### src/rru_pkg.sv
package rru_pkg;

  // sizes of the register files
  localparam int unsigned PHYS_REGS = 32;
  localparam int unsigned ARCH_REGS = 16;
  localparam int unsigned PHYS_IDX_W = (PHYS_REGS > 1) ? $clog2(PHYS_REGS) : 1;
  localparam int unsigned ARCH_IDX_W = (ARCH_REGS > 1) ? $clog2(ARCH_REGS) : 1;

  // field widths on the channels
  localparam int unsigned OP_W   = 3;
  localparam int unsigned ARCH_W = 4;
  localparam int unsigned PHYS_W = 5;
  localparam int unsigned DATA_W = 32;

  // operation codes
  typedef enum logic [OP_W-1:0] {
    OP_ALLOC     = 3'd0,
    OP_LOOKUP    = 3'd1,
    OP_READ      = 3'd2,
    OP_WRITEBACK = 3'd3,
    OP_COMMIT    = 3'd4
  } op_e;

  // one rename table entry
  typedef struct packed {
    logic                  valid;
    logic [PHYS_IDX_W-1:0] num;
  } map_t;

  // operation held between input and result registers
  typedef struct packed {
    logic [OP_W-1:0]          op;
    logic [ARCH_W-1:0]        arch_reg;
    logic [PHYS_W-1:0]        phys_reg;
    logic signed [DATA_W-1:0] write_value;
  } req_t;

  // result of one operation
  typedef struct packed {
    logic                     ok;
    logic [PHYS_W-1:0]        phys_out;
    logic signed [DATA_W-1:0] read_value;
  } rsp_t;

endpackage

### src/rru_req_if.sv
interface rru_req_if;
  logic                                       valid;
  logic                                       ready;
  logic [rru_pkg::OP_W-1:0]                   op;
  logic [rru_pkg::ARCH_W-1:0]                 arch_reg;
  logic [rru_pkg::PHYS_W-1:0]                 phys_reg;
  logic signed [rru_pkg::DATA_W-1:0]          write_value;

  modport source (output valid, op, arch_reg, phys_reg, write_value, input ready);
  modport sink (input valid, op, arch_reg, phys_reg, write_value, output ready);
endinterface

### src/rru_rsp_if.sv
interface rru_rsp_if;
  logic                                       valid;
  logic                                       ready;
  logic                                       ok;
  logic [rru_pkg::PHYS_W-1:0]                 phys_out;
  logic signed [rru_pkg::DATA_W-1:0]          read_value;

  modport source (output valid, ok, phys_out, read_value, input ready);
  modport sink (input valid, ok, phys_out, read_value, output ready);
endinterface

### src/register_rename_unit.sv
// register rename unit with a unified physical register file
// req_i carries one operation per transaction: allocate, lookup, read,
// writeback or commit, with its architectural and physical register numbers
// and a writeback value. rsp_o returns exactly one result per operation,
// in order: an ok flag, a physical register number and a read value.
// an operation accepted at a clock edge is captured in the input register,
// executed against the tables from there and lands in the result register
// when it advances. throughput is one operation per cycle while rsp_o
// does not stall; the free-register search is a single priority encoder
// over the allocation bits, done combinationally in the execute stage.
// when rsp_o stalls, the result register holds and the input register keeps
// the next operation, so req_i drops ready only when both are full.
// reset (rst_ni low) frees every physical register, clears all ready bits
// and unmaps both rename tables; register values need no reset since a read
// only returns a value after a writeback has marked it ready.
module register_rename_unit (
  input  logic             clk_i,
  input  logic             rst_ni,
  rru_req_if.sink          req_i,
  rru_rsp_if.source        rsp_o
);

  localparam int unsigned PR = rru_pkg::PHYS_REGS;
  localparam int unsigned AR = rru_pkg::ARCH_REGS;
  localparam int unsigned PIW = rru_pkg::PHYS_IDX_W;
  localparam int unsigned AIW = rru_pkg::ARCH_IDX_W;

  // pipeline registers
  logic          s1_valid_q, s1_valid_d;
  rru_pkg::req_t s1_req_q;
  logic          rsp_valid_q, rsp_valid_d;
  rru_pkg::rsp_t rsp_q, rsp_d;
  logic          in_fire, adv;

  // state
  logic [PR-1:0]                         alloc_q;
  logic [PR-1:0]                         ready_q;
  logic signed [rru_pkg::DATA_W-1:0]     values_q [PR];
  rru_pkg::map_t                         spec_q [AR];
  rru_pkg::map_t                         commit_q [AR];

  // execute stage signals
  logic            a_ok, p_ok;
  logic [AIW-1:0]  a_idx;
  logic [PIW-1:0]  p_idx;
  logic            free_found;
  logic [PIW-1:0]  free_idx;
  logic            do_alloc, do_wb, do_commit, do_free;
  rru_pkg::map_t   old_commit;

  // handshake and stage advance
  assign adv         = s1_valid_q && (!rsp_valid_q || rsp_o.ready);
  assign req_i.ready = !s1_valid_q || adv;
  assign in_fire     = req_i.valid && req_i.ready;

  always_comb begin
    s1_valid_d = s1_valid_q;
    if (in_fire) begin
      s1_valid_d = 1'b1;
    end else if (adv) begin
      s1_valid_d = 1'b0;
    end
  end

  always_comb begin
    rsp_valid_d = rsp_valid_q;
    if (adv) begin
      rsp_valid_d = 1'b1;
    end else if (rsp_o.ready) begin
      rsp_valid_d = 1'b0;
    end
  end

  // index range checks
  assign a_ok  = 32'(s1_req_q.arch_reg) < AR;
  assign p_ok  = 32'(s1_req_q.phys_reg) < PR;
  assign a_idx = AIW'(s1_req_q.arch_reg);
  assign p_idx = PIW'(s1_req_q.phys_reg);
  assign old_commit = commit_q[a_idx];

  // lowest free physical register
  always_comb begin
    free_found = 1'b0;
    free_idx   = '0;
    for (int i = PR - 1; i >= 0; i--) begin
      if (!alloc_q[i]) begin
        free_found = 1'b1;
        free_idx   = PIW'(i);
      end
    end
  end

  // execute one operation
  always_comb begin
    rsp_d     = '0;
    do_alloc  = 1'b0;
    do_wb     = 1'b0;
    do_commit = 1'b0;
    do_free   = 1'b0;
    unique case (rru_pkg::op_e'(s1_req_q.op))
      rru_pkg::OP_ALLOC: begin
        if (a_ok && free_found) begin
          do_alloc       = 1'b1;
          rsp_d.ok       = 1'b1;
          rsp_d.phys_out = rru_pkg::PHYS_W'(free_idx);
        end
      end
      rru_pkg::OP_LOOKUP: begin
        if (a_ok && spec_q[a_idx].valid) begin
          rsp_d.ok       = 1'b1;
          rsp_d.phys_out = rru_pkg::PHYS_W'(spec_q[a_idx].num);
        end
      end
      rru_pkg::OP_READ: begin
        if (p_ok && ready_q[p_idx]) begin
          rsp_d.ok         = 1'b1;
          rsp_d.read_value = values_q[p_idx];
        end
      end
      rru_pkg::OP_WRITEBACK: begin
        if (p_ok) begin
          do_wb    = 1'b1;
          rsp_d.ok = 1'b1;
        end
      end
      rru_pkg::OP_COMMIT: begin
        if (a_ok && p_ok) begin
          do_commit = 1'b1;
          do_free   = old_commit.valid && (old_commit.num != p_idx);
          rsp_d.ok  = 1'b1;
        end
      end
      default: begin
        rsp_d = '0;
      end
    endcase
  end

  // control registers
  always_ff @(posedge clk_i or negedge rst_ni) begin
    if (!rst_ni) begin
      s1_valid_q  <= 1'b0;
      rsp_valid_q <= 1'b0;
    end else begin
      s1_valid_q  <= s1_valid_d;
      rsp_valid_q <= rsp_valid_d;
    end
  end

  // payload registers
  always_ff @(posedge clk_i) begin
    if (in_fire) begin
      s1_req_q.op          <= req_i.op;
      s1_req_q.arch_reg    <= req_i.arch_reg;
      s1_req_q.phys_reg    <= req_i.phys_reg;
      s1_req_q.write_value <= req_i.write_value;
    end
    if (adv) begin
      rsp_q <= rsp_d;
    end
  end

  // allocation, ready bits and rename tables
  always_ff @(posedge clk_i or negedge rst_ni) begin
    if (!rst_ni) begin
      alloc_q <= '0;
      ready_q <= '0;
      for (int i = 0; i < AR; i++) begin
        spec_q[i]   <= '0;
        commit_q[i] <= '0;
      end
    end else if (adv) begin
      if (do_alloc) begin
        alloc_q[free_idx]   <= 1'b1;
        ready_q[free_idx]   <= 1'b0;
        spec_q[a_idx].valid <= 1'b1;
        spec_q[a_idx].num   <= free_idx;
      end
      if (do_wb) begin
        ready_q[p_idx] <= 1'b1;
      end
      if (do_free) begin
        alloc_q[old_commit.num] <= 1'b0;
      end
      if (do_commit) begin
        commit_q[a_idx].valid <= 1'b1;
        commit_q[a_idx].num   <= p_idx;
      end
    end
  end

  // register values
  always_ff @(posedge clk_i) begin
    if (adv && do_wb) begin
      values_q[p_idx] <= s1_req_q.write_value;
    end
  end

  // result channel
  assign rsp_o.valid      = rsp_valid_q;
  assign rsp_o.ok         = rsp_q.ok;
  assign rsp_o.phys_out   = rsp_q.phys_out;
  assign rsp_o.read_value = rsp_q.read_value;

  // a granted register was free before and is allocated after
  a_alloc_marks: assert property (@(posedge clk_i) disable iff (!rst_ni)
    (adv && do_alloc) |-> (!alloc_q[free_idx] ##1 alloc_q[$past(free_idx)]))
    else $error("allocate did not take a free register");

  // an empty result stage never blocks the input side
  a_ready_free: assert property (@(posedge clk_i) disable iff (!rst_ni)
    !rsp_valid_q |-> req_i.ready)
    else $error("input stalled with an empty result register");

  // a failed operation reports no register and no value
  a_fail_zero: assert property (@(posedge clk_i) disable iff (!rst_ni)
    (adv && !rsp_d.ok) |-> (rsp_d.phys_out == '0 && rsp_d.read_value == '0))
    else $error("failed operation returned data");

endmodule
### src/flat_wrapper.sv
// flat-port wrapper written by rule: the top's interface ports become plain ports
module register_rename_unit_flat 
  (clk_i, rst_ni, req_i_valid, req_i_op, req_i_arch_reg, req_i_phys_reg, req_i_write_value, req_i_ready, rsp_o_valid, rsp_o_ok, rsp_o_phys_out, rsp_o_read_value, rsp_o_ready);
  rru_req_if req_i_i ();
  rru_rsp_if rsp_o_i ();
  input  logic clk_i;
  input  logic rst_ni;
  input wire logic [$bits(req_i_i.valid)-1:0] req_i_valid;
  input wire logic [$bits(req_i_i.op)-1:0] req_i_op;
  input wire logic [$bits(req_i_i.arch_reg)-1:0] req_i_arch_reg;
  input wire logic [$bits(req_i_i.phys_reg)-1:0] req_i_phys_reg;
  input wire logic [$bits(req_i_i.write_value)-1:0] req_i_write_value;
  output wire logic [$bits(req_i_i.ready)-1:0] req_i_ready;
  output wire logic [$bits(rsp_o_i.valid)-1:0] rsp_o_valid;
  output wire logic [$bits(rsp_o_i.ok)-1:0] rsp_o_ok;
  output wire logic [$bits(rsp_o_i.phys_out)-1:0] rsp_o_phys_out;
  output wire logic [$bits(rsp_o_i.read_value)-1:0] rsp_o_read_value;
  input wire logic [$bits(rsp_o_i.ready)-1:0] rsp_o_ready;
  assign req_i_i.valid = req_i_valid;
  assign req_i_i.op = req_i_op;
  assign req_i_i.arch_reg = req_i_arch_reg;
  assign req_i_i.phys_reg = req_i_phys_reg;
  assign req_i_i.write_value = req_i_write_value;
  assign req_i_ready = req_i_i.ready;
  assign rsp_o_valid = rsp_o_i.valid;
  assign rsp_o_ok = rsp_o_i.ok;
  assign rsp_o_phys_out = rsp_o_i.phys_out;
  assign rsp_o_read_value = rsp_o_i.read_value;
  assign rsp_o_i.ready = rsp_o_ready;
  register_rename_unit u_core (.clk_i(clk_i), .rst_ni(rst_ni), .req_i(req_i_i), .rsp_o(rsp_o_i));
endmodule
### config.mk
export PLATFORM = sky130hd
export DESIGN_NAME = register_rename_unit_flat
export DESIGN_NICKNAME = d
export VERILOG_FILES = /design/src/rru_pkg.sv /design/src/rru_req_if.sv /design/src/rru_rsp_if.sv /design/src/register_rename_unit.sv /design/src/flat_wrapper.sv
export SDC_FILE = /design/constraint.sdc
export NUM_CORES = 2
export LEC_CHECK = 0
export BUFFER_PORTS_ARGS = -buffer_cell sky130_fd_sc_hd__buf_2
export CORE_MARGIN = 2
export CORE_UTILIZATION = 61
export CTS_CLUSTER_DIAMETER = 150
export DETAILED_ROUTE_END_ITERATION = 8
export PLACE_DENSITY = 0.84
export SYNTH_ARGS = -nofsm -noshare
export SYNTH_HDL_FRONTEND = slang
export SYNTH_SLANG_ARGS = --single-unit
### constraint.sdc
create_clock -name clk_i -period 6.9 [get_ports clk_i]
set_input_delay 0.69 -clock clk_i [delete_from_list [all_inputs] [get_ports clk_i]]
set_output_delay 0.69 -clock clk_i [all_outputs]
set_load 0.1 [all_outputs]
# --- After elaboration in Yosys (flattened, before gate mapping) ---
# Memories as Yosys holds them, arrays and structs flattened. A register that Yosys moved wholly into a read port is not among the register bits.
# Index checks and enable logic that the tools add are counted.
totals:
  output_inout_bits: 40
  ram_bits: 1024
  word_cells: 223
  regBits: 308
  n_memories: 1
  input_bits: 48
classes:
  eq_ne: 5
  magnitude_cmp: 8
  mux: 108
  n_reduce_logical: 20
  bitwise_logic: 7
mem_list:
  columns: ["memory", "depth", "word_bits", "rd", "rd_clocked_by_memory_dff", "wr", "line_no", "source"]
  rows:
  - ["u_core.values_q", 32, 32, 1, 1, 1, "register_rename_unit.sv:38", "logic signed [rru_pkg::DATA_W-1:0] values_q [PR];"]
ops:
  columns: ["cell", "n"]
  rows:
  - ["bitwise mux 96 bit", 4]
  - ["2-to-1 mux 32 bit", 6]
  - ["2-to-1 mux 5 bit", 33]
  - ["AND 32 bit", 2]
  - ["NOT 32 bit", 2]
  - ["bitwise OR 32 bit", 2]
  - ["binary-select mux 6 bit (select 4 bit)", 2]
  - ["demux 6 bit (select 4 bit)", 2]
  - ["2-to-1 mux 1 bit", 48]
  - ["2-to-1 mux 6 bit", 7]
  - ["< comparator 5 x 6 -> 1 bit, second input constant", 3]
  - ["demux 1 bit (select 5 bit)", 3]
  - ["greater-or-equal comparator 5 x 1 -> 1 bit, second input constant", 3]
  - ["one-hot mux 5 bit (2 select lines)", 1]
  - ["logical AND 1 bit", 8]
  - ["equality test 3 x 2 -> 1 bit, second input constant", 2]
  - ["AND reduction 2 bit", 3]
  - ["binary-select mux 1 bit (select 5 bit)", 1]
  - ["greater-or-equal comparator 5 bit, second input constant", 1]
  - ["< comparator 5 x 1 -> 1 bit, second input constant", 1]
  - ["!= test 5 bit", 1]
  - ["NOT 4 -> 5 bit", 1]
  - ["one-hot mux 1 bit (4 select lines)", 1]
  - ["nonzero test 2 bit", 2]
  - ["6 further kinds", 9]

# --- Longest topological paths before layout ---
depth:
  ltp_word: 42
  ltp_mapped: 12
  mapped_depth_nobuf: 7

# --- Worst setup path before layout ---
# No wires, ideal clock.
synth_timing:
  kind: "reg2reg"
  startpoint: "register u_core.rsp_valid_q, in the netlist u_core.rsp_o.valid"
  endpoint: "memory u_core.values_q[2][0] (netlist name) (enable)"
  t_required_ps: 6437
  arrival_time_ps: 4888
  setup_ps: 463
  synth_period_minus_slack_ps: 5352
  n_path_buf: 1
  setup_slack_ps: 1548
  path_stages_with_launch: 6
  cell_sequence: "dfrtp_1 nand2b_1 and2_1 nand4b_1 clkbuf_1 nor3_1"
synth_via:
  elab_chain_cells: 6
synth_rtl:
  columns: ["item", "line_no", "source"]
  rows:
  - ["from (decl)", "register_rename_unit.sv:31", "logic rsp_valid_q, rsp_valid_d;"]
  - ["from (signal assigned)", "register_rename_unit.sv:146", "rsp_valid_q <= rsp_valid_d;"]
  - ["zero test 1 bit", "register_rename_unit.sv:52", "assign adv = s1_valid_q && (!rsp_valid_q || rsp_o.ready);"]
  - ["logical OR 1 bit", "register_rename_unit.sv:52", null]
  - ["logical AND 1 bit", "register_rename_unit.sv:52", null]
  - ["via u_core.adv", "register_rename_unit.sv:33", "logic in_fire, adv;"]
  - ["logical AND 1 bit", "register_rename_unit.sv:194", "if (adv && do_wb) begin"]
  - ["2-to-1 mux 1 bit", "register_rename_unit.sv:194", null]
  - ["2-to-1 mux 1 bit (not written as such)", "register_rename_unit.sv:195", "values_q[p_idx] <= s1_req_q.write_value;"]
  - ["to (decl)", "register_rename_unit.sv:38", null]
# The timed path passes the listed nets, and every way through them passes these cells.

# --- Worst setup path in the final report ---
layout_timing:
  startpoint: "register u_core.s1_req_q (netlist bit u_core.p_idx[3])"
  endpoint: "register u_core.rsp_q (netlist bit u_core.rsp_o.read_value[18]), data pin"
layout_via:
  elab_chain_cells: 4
layout_rtl:
  columns: ["item", "line_no", "source"]
  rows:
  - ["from (decl)", "register_rename_unit.sv:30", "rru_pkg::req_t s1_req_q;"]
  - ["binary-select mux 1 bit (select 5 bit)", "register_rename_unit.sv:115", "if (p_ok && ready_q[p_idx]) begin"]
  - ["2-to-1 mux 1 bit (not written as such)", "register_rename_unit.sv:115", null]
  - ["AND reduction 2 bit (no source line)", null, null]
  - ["zero test 1 bit (no source line)", null, null]
  - ["to (signal assigned)", "register_rename_unit.sv:159", "rsp_q <= rsp_d;"]
  - ["to (decl)", "register_rename_unit.sv:32", "rru_pkg::rsp_t rsp_q, rsp_d;"]
# Parallel ways exist; a longest one is shown, timed or not. The select of a mux whose other input is x is not followed.
# A chain may end at the register's enable or synchronous reset.

==> Flow_metrics.wiki <==
{| class="wikitable"
! Metric !! Value
|-
| Run status || completed
|-
| Number of enable-type register cells in the synthesized netlist || ~1100
|-
| Worst Setup Slack, final || ~2.8 ns
|-
| Clock tree buffer depth || 3
|-
| Clock period minus final worst setup slack || ~4.1 ns
|-
| Initial Utilization || between 60% and 70%
|-
| Synthesized-area fraction occupied by ao, oa, aoi and oai cells || between 4 and 5%
|-
| First-pass iteration count of the detailed router || 7
|-
| Final-report hold violation count || 0
|-
| Number of fillers in the final layout || between 4000 and 5000
|-
| Sequential cell area || 39700 µm²
|-
| Final setup violation count || 0
|-
| Crit share post-route || between 50% and 60%
|-
| Final Total Pwr || roughly 18000 µW
|-
| Overall routing resource usage || about 34%
|-
| Vias in the first global route || around 30000
|-
| Reported max-cap violation count || 0
|-
| Leading post-synthesis cells by cell area || sky130_fd_sc_hd__edfxtp_1 (63%), sky130_fd_sc_hd__mux4_2 (13%), sky130_fd_sc_hd__dfrtp_1 (12%), sky130_fd_sc_hd__mux2_2 (1.7%), sky130_fd_sc_hd__a22oi_1 (1.0%)
|-
| Reg-to-Reg Start || u_core.p_idx[3]
|-
| Main combinational cell family by area after synthesis || multiplexers
|-
| Inserted Clock Buffers || about 130
|-
| Type of origin of the critical path || register
|-
| Maximum number of pins on one net before global-route repair || between 100 and 150
|-
| Root buffer cell || sky130_fd_sc_hd__clkbuf_16
|-
| Arrival time at the worst endpoint || 4.64 ns
|-
| Total number of clock tree sinks || 1364
|-
| Worst-Skew Late Latency || between 0.7 and 0.8 ns
|-
| Syn-to-layout area delta || 12.2%
|-
| Simple logic cell fraction of the synthesized area || around 3.3%
|-
| Maximum level of the CTS H-tree || 4
|-
| Area taken by multi-input logic gates || around 13000 µm²
|-
| Share of total power in the clock network || between 40 and 50%
|-
| Number of DRC markers in iteration 0 || 4751
|-
| Leading cell types in the layout, fill and taps excluded || sky130_fd_sc_hd__edfxtp_1 (1106), sky130_fd_sc_hd__mux4_2 (312), sky130_fd_sc_hd__dfrtp_1 (258), sky130_fd_sc_hd__clkbuf_16 (136), sky130_fd_sc_hd__nand2_1 (115)
|-
| Average routed wire per standard cell || roughly 36 µm
|-
| Die extent in y || 299 µm
|-
| Post-CTS Setup Inserts || 0
|-
| Fraction of post-synthesis cell area in the top cell type by area || approximately 63%
|-
| Via count of the routed design || just under 30000
|-
| TritonCTS clock tree || done
|-
| Share of power burned in combinational logic || 6.2%
|-
| Die Wd || approximately 300 µm
|-
| # IOs || 88
|-
| Number of resized instances in the post-cts repair step || 0
|-
| Post-DP HPWL || 72.1 mm
|-
| Number of buffer cells added on primary ports || 87
|-
| Syn_area_per_cell || just under 20 µm²
|-
| Int Pwr || approximately 14000 µW
|-
| Synth cell types || 61
|-
| Largest area contributor in the netlist || sky130_fd_sc_hd__edfxtp_1
|-
| Area of the die || between 80000 and 90000 µm²
|-
| Gate count of the mapped netlist || around 2700
|-
| Peak ir drop on the vdd network || roughly 290 µV
|-
| Async set-reset flop share out of synthesis || between 10% and 20%
|-
| Fin. max-slew vios || 0
|-
| Area share of xor/xnor cells in the synthesized design || 0.111%
|-
| Number of rows created at floorplan || about 110
|-
| Core Util, Final || between 60 and 70%
|-
| Wire length of the first global-routing pass || about 210 mm
|-
| Yosys Warn Count || 0
|-
| Drt total wl || between 100 and 150 mm
|-
| Origin of the worst setup path || u_core.p_idx[3]
|-
| Max Fclk || between 200 and 250 MHz
|-
| Adder-cell share of the synthesized area || 0%
|-
| Overflow left after global routing || 0
|-
| RSZ-0062 raised after global routing || no
|-
| Kind of critical path || register to register
|-
| Min-Delay Path Class || input port to async pin
|-
| Register share of total power || 51.7%
|-
| Fraction of layout instances using a drive strength above 1 || between 20% and 30%
|-
| NumNets Final || ~2900
|-
| Portion of netlist area occupied by mux cells || between 10% and 20%
|-
| Setup Skew || 0.0301 ns
|-
| Kind of end point of the critical path || register
|-
| Fin Setup TNS || 0 ns
|-
| Top fanout value on the critical path || 33
|-
| Post-Route Hold Slack || around 0.055 ns
|-
| Post-Syn Area || ~53000 µm²
|-
| Power Density || approximately 300 nW/µm²
|-
| Most common cell after layout, fill and taps aside || sky130_fd_sc_hd__edfxtp_1
|-
| # hold bufs at CTS || 0
|-
| Worst reg-to-reg setup slack || 2.80 ns
|-
| Flip-flop and latch count after synthesis || roughly 1400
|-
| Worst-case reg-to-reg path depth || 6
|-
| Via density || between 7 and 8
|-
| Share of the yosys chip area belonging to registers || 74.9%
|-
| Req. time, crit path || 7.44 ns
|-
| Worst setup slack after placement || a little under 3 ns
|-
| Top flip-flop cell by instance count after synthesis || sky130_fd_sc_hd__edfxtp_1
|-
| Worst-margin pin slew || around 1.4 ns
|-
| NetSw || between 4000 and 5000 µW
|-
| DR DRC count || 0
|-
| Global placement routability congestion || about 0.9
|-
| Number of antenna violations at the first check in global routing || 2
|-
| LEAKAGE || about 0.021 µW
|-
| Headroom to the max-slew limit || under 10%
|-
| Slowest stage delay, CP || between 1 and 1.5 ns
|-
| Reg2Reg Capture Point || u_core.rsp_o.read_value[18]
|-
| Area of the core region || roughly 86000 µm²
|-
| Final antenna diode count || 0
|-
| Crit-path slowest cell || sky130_fd_sc_hd__or4b_2
|-
| Number of nets produced by synthesis || between 2000 and 3000
|-
| Net switching fraction of the power || between 20% and 30%
|-
| Clock-pin slew of the registers on the worst-case setup and hold paths || approximately 0.06 ns
|-
| Antenna Nets Post-Route || 0
|-
| CP Cell Sequence || buf_4, and3b_2, a22o_1, nor3_1, or4b_2, a31oi_1
|}
[area by class of cell]
type	count	share of cell area [%]
clock buffer	164	5.98
clock inverter	74	1.50
inverter	38	0.240
multi-input combinational	1104	21.4
sequential	1364	66.7
tap	1155	2.43
timing repair buffer	160	1.75
[through the flow]
stage	cells	instance area (µm²)
after floorplan	2668	53000
after global placement	3820	55000
after detailed placement	3820	55000
after CTS	4058	59400
after global routing	4059	59500
final	4059	59500
[power groups by stage]
| stage | Combinational [µW] | Sequential, µW | Clock (µW) |
|---|---|---|---|
| 2_1_floorplan | 663 | 9460 | 0 |
| 6_report | 1110 | 9270 | 7550 |
| 3_3_place_gp | 1040 | 9400 | 0 |
| 4_1_cts | 1090 | 9260 | 7590 |
| 5_1_grt | 1160 | 9280 | 7840 |
| 3_5_place_dp | 1070 | 9420 | 0 |
[synthesized netlist by cell type (all sizes together) (20+ instances only)]
library cell  count
buf              54
a31oi            39
nor3             41
or2              20
o21ai            94
a221oi           33
nor2             30
a22oi            71
a21o             27
clkbuf          108
a22o             34
nand4            40
mux4            322
nand2           115
inv              37
nand2b           25
dfrtp           258
mux2             82
edfxtp         1106
[cell families after synthesis]
kind of cell    count (synthesis)
compound gates                354
buf+inv                       200
xor+xnor                        5
mux                           407
simple gates                  338
flops                        1364
[how the worst max path moves through the flow]
stage	depth (start not counted)	endpoint	slack [ns]
after CTS	8	u_core.alloc_q[6]	2.91
final	6	u_core.rsp_o.read_value[18]	2.80
after floorplan	5	u_core.values_q[2][0]	1.55
after global routing	8	u_core.alloc_q[13]	2.72
after global placement	8	u_core.alloc_q[6]	2.99
after detailed placement	8	u_core.alloc_q[6]	2.94
[flip-flops by register name (all words and copies together), names as in the netlist, 4 cells and up]
register / cells
u_core.alloc_q: 32
u_core.ready_q: 32
u_core.p_idx: 5
u_core.commit_q: 96
u_core.rsp_o.phys_out: 5
u_core.values_q: 1024
u_core.rsp_o.read_value: 32
u_core.a_idx: 4
u_core.spec_q: 96
u_core.s1_req_q: 35
[critical path: cells and delay by family, from the launching register on]
| family | cells | cell delay [ns] |
|---|---|---|
| and+or+nand+nor | 3 | 2.34 |
| AOI/OAI and AO/OA | 2 | 0.79 |
| buffers and inverters | 1 | 0.38 |
| DFF | 1 | 0.32 |
[layer usage]
metal	share of wire (%)	track usage, %
met5	0.014	0
met4	6.1	18.1
met3	12	8.08
met2	49	53.6
met1	33	43.2
Note: power is estimated with default switching activity, not from simulation.
